**src/rtl/core/jets_pkg.sv**
```systemverilog
// shared types, constants and helpers for the julia escape-time core
package jets_pkg;

  localparam int unsigned FracBits = 28;
  localparam int unsigned Width    = 1024;
  localparam int unsigned Height   = 1024;
  localparam int unsigned PixW     = 10;
  localparam int unsigned StepW    = 31;
  localparam int unsigned PlaneW   = 32;
  localparam int unsigned CountW   = 16;
  localparam int unsigned ProdW    = 2 * PlaneW;
  localparam int unsigned StartW   = PixW + StepW;
  localparam int unsigned WideW    = 44;
  localparam int unsigned CfgIdxW  = 3;
  localparam int unsigned CfgDataW = 32;

  localparam logic [PixW-1:0] MaxCol = PixW'(Width - 1);
  localparam logic [PixW-1:0] MaxRow = PixW'(Height - 1);
  localparam logic signed [WideW-1:0] EscapeBound = WideW'(64'sd4 <<< FracBits);

  typedef enum logic [1:0] {
    VarJulia   = 2'd0,
    VarConj    = 2'd1,
    VarBothAbs = 2'd2,
    VarRealAbs = 2'd3
  } variant_e;

  typedef enum logic [CfgIdxW-1:0] {
    RegVariant   = 3'd0,
    RegPixelStep = 3'd1,
    RegOriginRe  = 3'd2,
    RegOriginIm  = 3'd3,
    RegConstRe   = 3'd4,
    RegConstIm   = 3'd5,
    RegIterLimit = 3'd6
  } cfg_reg_e;

  typedef enum logic [1:0] {
    StIdle,
    StMul,
    StCheck
  } ctrl_state_e;

  typedef struct packed {
    logic [PixW-1:0] pixel_x;
    logic [PixW-1:0] pixel_y;
  } in_t;

  typedef struct packed {
    logic [PixW-1:0]   out_x;
    logic [PixW-1:0]   out_y;
    logic [CountW-1:0] iteration_count;
    logic              escaped;
  } out_t;

  typedef struct packed {
    variant_e                  variant;
    logic [StepW-1:0]          pixel_step;
    logic signed [PlaneW-1:0]  origin_real;
    logic signed [PlaneW-1:0]  origin_imag;
    logic signed [PlaneW-1:0]  const_real;
    logic signed [PlaneW-1:0]  const_imag;
    logic [CountW-1:0]         iteration_limit;
  } cfg_t;

  typedef struct packed {
    logic load;
    logic mul;
    logic step;
    logic emit;
  } dp_cmd_t;

  typedef struct packed {
    logic outside;
    logic at_limit;
    logic out_free;
  } dp_stat_t;

  function automatic logic signed [PlaneW-1:0] sat32(input logic signed [WideW-1:0] v);
    logic signed [WideW-1:0] hi;
    logic signed [WideW-1:0] lo;
    hi = WideW'({1'b0, {(PlaneW-1){1'b1}}});
    lo = -hi - WideW'(1);
    if (v > hi) begin
      return PlaneW'(hi);
    end else if (v < lo) begin
      return PlaneW'(lo);
    end
    return PlaneW'(v);
  endfunction

  function automatic logic signed [WideW-1:0] abs_w(input logic signed [WideW-1:0] v);
    return (v < 0) ? -v : v;
  endfunction

endpackage

```
**src/rtl/core/jets_ctrl.sv**
```systemverilog
// controller: sequences load, multiply and update steps of one pixel
module jets_ctrl (
  input  logic               clk_i,
  input  logic               rst_ni,
  input  logic               in_valid_i,
  output logic               in_ready_o,
  input  jets_pkg::dp_stat_t stat_i,
  output jets_pkg::dp_cmd_t  cmd_o
);

  jets_pkg::ctrl_state_e state_q, state_d;

  always_ff @(posedge clk_i or negedge rst_ni) begin
    if (!rst_ni) begin
      state_q <= jets_pkg::StIdle;
    end else begin
      state_q <= state_d;
    end
  end

  always_comb begin
    state_d    = state_q;
    in_ready_o = 1'b0;
    cmd_o      = '0;
    case (state_q)
      jets_pkg::StIdle: begin
        in_ready_o = 1'b1;
        if (in_valid_i) begin
          cmd_o.load = 1'b1;
          state_d    = jets_pkg::StMul;
        end
      end
      jets_pkg::StMul: begin
        cmd_o.mul = 1'b1;
        state_d   = jets_pkg::StCheck;
      end
      jets_pkg::StCheck: begin
        if (stat_i.outside || stat_i.at_limit) begin
          // hold here until the output register can take the word
          if (stat_i.out_free) begin
            cmd_o.emit = 1'b1;
            state_d    = jets_pkg::StIdle;
          end
        end else begin
          cmd_o.step = 1'b1;
          state_d    = jets_pkg::StMul;
        end
      end
      default: begin
        state_d = jets_pkg::StIdle;
      end
    endcase
  end

endmodule

```
**config.mk**
```make
export PLATFORM = sky130hd
export DESIGN_NAME = jets_ctrl
export DESIGN_NICKNAME = d
export VERILOG_FILES = /design/src/rtl/core/jets_pkg.sv /design/src/rtl/core/jets_ctrl.sv
export SDC_FILE = /design/constraint.sdc
export NUM_CORES = 1
export LEC_CHECK = 0
export CORE_AREA = 2 2 39 41
export DETAILED_ROUTE_END_ITERATION = 10
export DIE_AREA = 0 0 41 43
export DONT_BUFFER_PORTS = 1
export PLACE_DENSITY = 0.3
export SYNTH_ARGS = -nofsm -noshare
export SYNTH_HDL_FRONTEND = slang
export SYNTH_SLANG_ARGS = --single-unit
```
**constraint.sdc**
```tcl
create_clock -name clk_i -period 1.6 [get_ports clk_i]
set_input_delay 0.24 -clock clk_i [delete_from_list [all_inputs] [get_ports clk_i]]
set_output_delay 0.24 -clock clk_i [all_outputs]
set_load 0.005 [all_outputs]
```
## Word level (Yosys, flattened, before mapping)

Index checks and enable logic that the tools add are counted.

- Multiply operators: 0
- Shift operators: 0
- Multiplexer cells: 12
- Reductions and logical operators: 3
- $add $sub $neg: 0
- Eq/ne operators: 4
- Div/mod/pow operators: 0
- $lt $le $gt $ge: 0
- Bitwise operators: 0

Operators with widths:

| kind | count |
|---|---|
| $mux W2 | 4 |
| $mux W1 | 7 |
| $pmux W2 S3 | 1 |
| $ne A3 B3 Y1 const B | 1 |
| $eq A2 B1 Y1 const B | 1 |
| $eq A2 B2 Y1 const B | 1 |
| $logic_not A2 Y1 | 1 |
| $ne A2 B2 Y1 const B | 1 |
| $reduce_and A2 Y1 | 1 |
| $logic_or A1 B1 Y1 | 1 |

- Register bits after elaboration: 2
- Memory bits (writable): 0
- Output and inout bits: 5
- Latch bits: 0
- ROM bits: 0
- Memories kept: 0

## Logic depth before layout (Yosys ltp)

- Depth in word-level cells: 3
- Mapped depth: 3
- Gate-level depth less buffers: 2

## Least setup slack after synthesis

OpenSTA, ideal clock, no wires.

- Kind: reg-to-output
- Start: reg state_q[0]
- End: out cmd_o[0] (netlist bit)
- Data arrival time: 0.759 ns
- Data required time: 1.360 ns
- Slack: 0.601 ns
- Stages on the path, launching flop included: 3
- Cells stage by stage: dfrtp_1 > nand2b_1 > nor3b_1

RTL lines:

| what | line | text |
|---|---|---|
| start, declared | jets_ctrl.sv:11 | `jets_pkg::ctrl_state_e state_q, state_d;` |
| start signal, assigned | jets_ctrl.sv:15 | `state_q <= jets_pkg::StIdle;` |
| start signal, assigned | jets_ctrl.sv:17 | `state_q <= state_d;` |
| end, declared | jets_ctrl.sv:8 | `output jets_pkg::dp_cmd_t cmd_o` |

==> impl_metrics.py <==
metrics = {
    "floorplanning": {
        "io_pins": 11,
        "start_util_pct": 9.22,
        "die_h_um": 43,
        "die_w_um": 41,
        "core_um2": 1380,
        "die_area_um2": 1760,
        "rows": 14,
    },
    "min_path": {
        "hold_start": "stat_i[0]",
        "hp-class": "input pin to register",
        "hold_end": "state_q[1]$_DFFE_PN0P_",
        "hold_depth": 1,
    },
    "layout": {
        "fin_nets": 26,
        "fin_util_pct": 12.5,
        "num_antenna_cells": 0,
        "largest_reg_flops": 2,
        "regMostFlops": "state_q",
        "syn2layout_area_growth_pct": 35.3,
        "reg.largest.list": "state_q x2",
        "drive_gt1_share_pct": 16.7,
    },
    "drt": {
        "first_pass_iters": 4,
        "route.detailed.drc": 0,
        "vias": 125,
        "drt-vias-per-instance": 3.68,
        "drt_iter0_markers": 8,
        "routed_wirelength_um": 322,
        "avgRoutedWirePerCell_um": 9.47,
        "ant_nets": 0,
    },
    "power": {
        "power_density_nw_per_um2": 1650,
        "p_total_uw": 284,
        "leakagePower_nw": 0.0721,
        "ir_worst_vdd_v": 0.000248,
    },
    "timing": {
        "tns_ps": 0,
        "fin_skew_ps": 2.05,
        "finalCriticalPeriod_ps": 1290,
        "timing.hold.ws_ps": 117,
        "hold_viol": 0,
        "tightest_slew_ps": 235,
        "max_freq_mhz": 776,
        "timing.slew.headroom_pct": 84.3,
        "drv_slew": 0,
        "rsz0062_at_grt": "false",
        "timing.final.crit_share_pct": 80.5,
        "finalSetupViolCount": 0,
    },
    "clock_tree": {
        "clk_pin_slew_worst_paths_ps": 30,
        "ctsResizeCount": 0,
        "clock-sinks": 2,
        "cts_root_buffer": "clkbuf_4",
        "h-tree-depth": 1,
        "clk_latency_ps": 230,
        "hold_buffers": 1,
        "cts_buffers": 3,
        "clock_path_buffers": 2,
        "cts_tree": "yes",
        "post_cts_buffers": 0,
    },
    "placed_design": {
        "hpwl_um": 248,
        "port-buffer-count": 0,
        "gp_congestion": 0.574,
    },
    "worst_setup_path": {
        "start_kind": "register",
        "slowest_delay_ps": 390,
        "worstPathArrival_ps": 1050,
        "cp_data_required_time_ps": 1360,
        "endpoint_kind": "primary output",
        "worstPathMaxFanout": 4,
        "r2r_setup_slack_ps": 650,
        "timing.rr.start": "state_q[1]$_DFFE_PN0P_",
        "slowest_stage": "dfrtp_1",
        "worstSetupPathType": "register to primary output",
        "worstRegToRegCells": 2,
        "crit_chain": "nand2b_1 -> nor3b_1",
        "r2r-end": "state_q[0]$_DFFE_PN0P_",
    },
    "global_route": {
        "antenna_found_initial": 0,
        "grt_use_total_pct": 5.32,
        "grt_pass1_wl_um": 483,
        "grt_start_max_net_pins": 6,
        "grt_pass1_vias": 130,
        "grt.overflow.total": 0,
    },
    "synth": {
        "synth-seq-area-share_pct": 39.2,
        "synthCells": 15,
        "synth-seq-cells": 2,
        "synthesis.nets": 21,
        "yosysWarnings": 0,
        "netlist_area_um2": 128,
        "syn_area_per_cell_um2": 8.51,
        "ys_types": 11,
    },
    "run": {
        "max-cap-violations": 0,
    },
    "status": {
        "status": "finished, final reports clean",
    },
}
[power by group]
group | internal [mW] | switching, mW
Combinational | 0.0362 | 0.0429
Clock | 0.0829 | 0.0313
Sequential | 0.0710 | 0.0199
[synth_stat cells]
| master | n | area share, % |
|---|---|---|
| and2_1 | 1 | 4.9 |
| nor3_1 | 1 | 3.9 |
| nor3b_1 | 1 | 5.9 |
| buf_4 | 1 | 5.9 |
| or3b_1 | 1 | 6.9 |
| a21oi_1 | 1 | 3.9 |
| o31ai_1 | 1 | 5.9 |
| inv_1 | 1 | 2.9 |
| dfrtp_1 | 2 | 39 |
| nand2b_1 | 3 | 15 |
| nor2_1 | 2 | 5.9 |
[worst max-delay path: cells and delay by family, from the launching register on]
kind | cells | cell delay, ps
and+or+nand+nor | 2 | 430
DFF | 1 | 390
[metal layers]
layer	share of wire, %	global-route usage, %	vias up	wire, µm
li1	-	-	56	-
met1	47	5.14	53	150
met2	32	4.69	14	103
met3	16	3.66	2	53
met4	4.7	10.0	0	15
met5	0	0	-	0
[cell type report]
type	instances	area, µm²
multi-input cells	11	66.3
fillers	165	1210
repair buffers	1	10.0
flip-flops and latches	2	50.0
inverters	1	3.75
well taps	16	20.0
clock buffers	3	22.5
[placed cells by master, fill, tap and decap left out, drive strengths merged]
| master | Yosys | routed |
|---|---|---|
| o31ai | 1 | 1 |
| and2 | 1 | 1 |
| dfrtp | 2 | 2 |
| nor3b | 1 | 1 |
| dlygate4sd3 | 0 | 1 |
| inv | 1 | 1 |
| a21oi | 1 | 1 |
| nor3 | 1 | 1 |
| clkbuf | 0 | 3 |
| nand2b | 3 | 3 |
| or3b | 1 | 1 |
| nor2 | 2 | 2 |
[through the flow]
stage	worst slack [ps]	instance area (µm²)	cells
after global placement	535	140	30
after global routing	240	173	34
after detailed placement	545	140	30
final	312	173	34
after floorplan	601	128	15
after CTS	294	173	34
[logic make-up after synthesis]
group	share of synthesized area, %
and+or+nand+nor	42.2
DFF	39.2
AOI/OAI and AO/OA	9.80
buffers and inverters	8.82
[worst max-delay path by stage]
stage | startpoint | to | slack (ps)
2_1_floorplan | state_q[0]$_DFFE_PN0P_ | cmd_o[0] | 600
6_report | state_q[0]$_DFFE_PN0P_ | cmd_o[0] | 310
5_1_grt | state_q[0]$_DFFE_PN0P_ | cmd_o[0] | 240
3_3_place_gp | state_q[0]$_DFFE_PN0P_ | cmd_o[0] | 530
4_1_cts | state_q[0]$_DFFE_PN0P_ | cmd_o[0] | 290
3_5_place_dp | state_q[0]$_DFFE_PN0P_ | cmd_o[0] | 540
(Power assumes the default switching activity.)
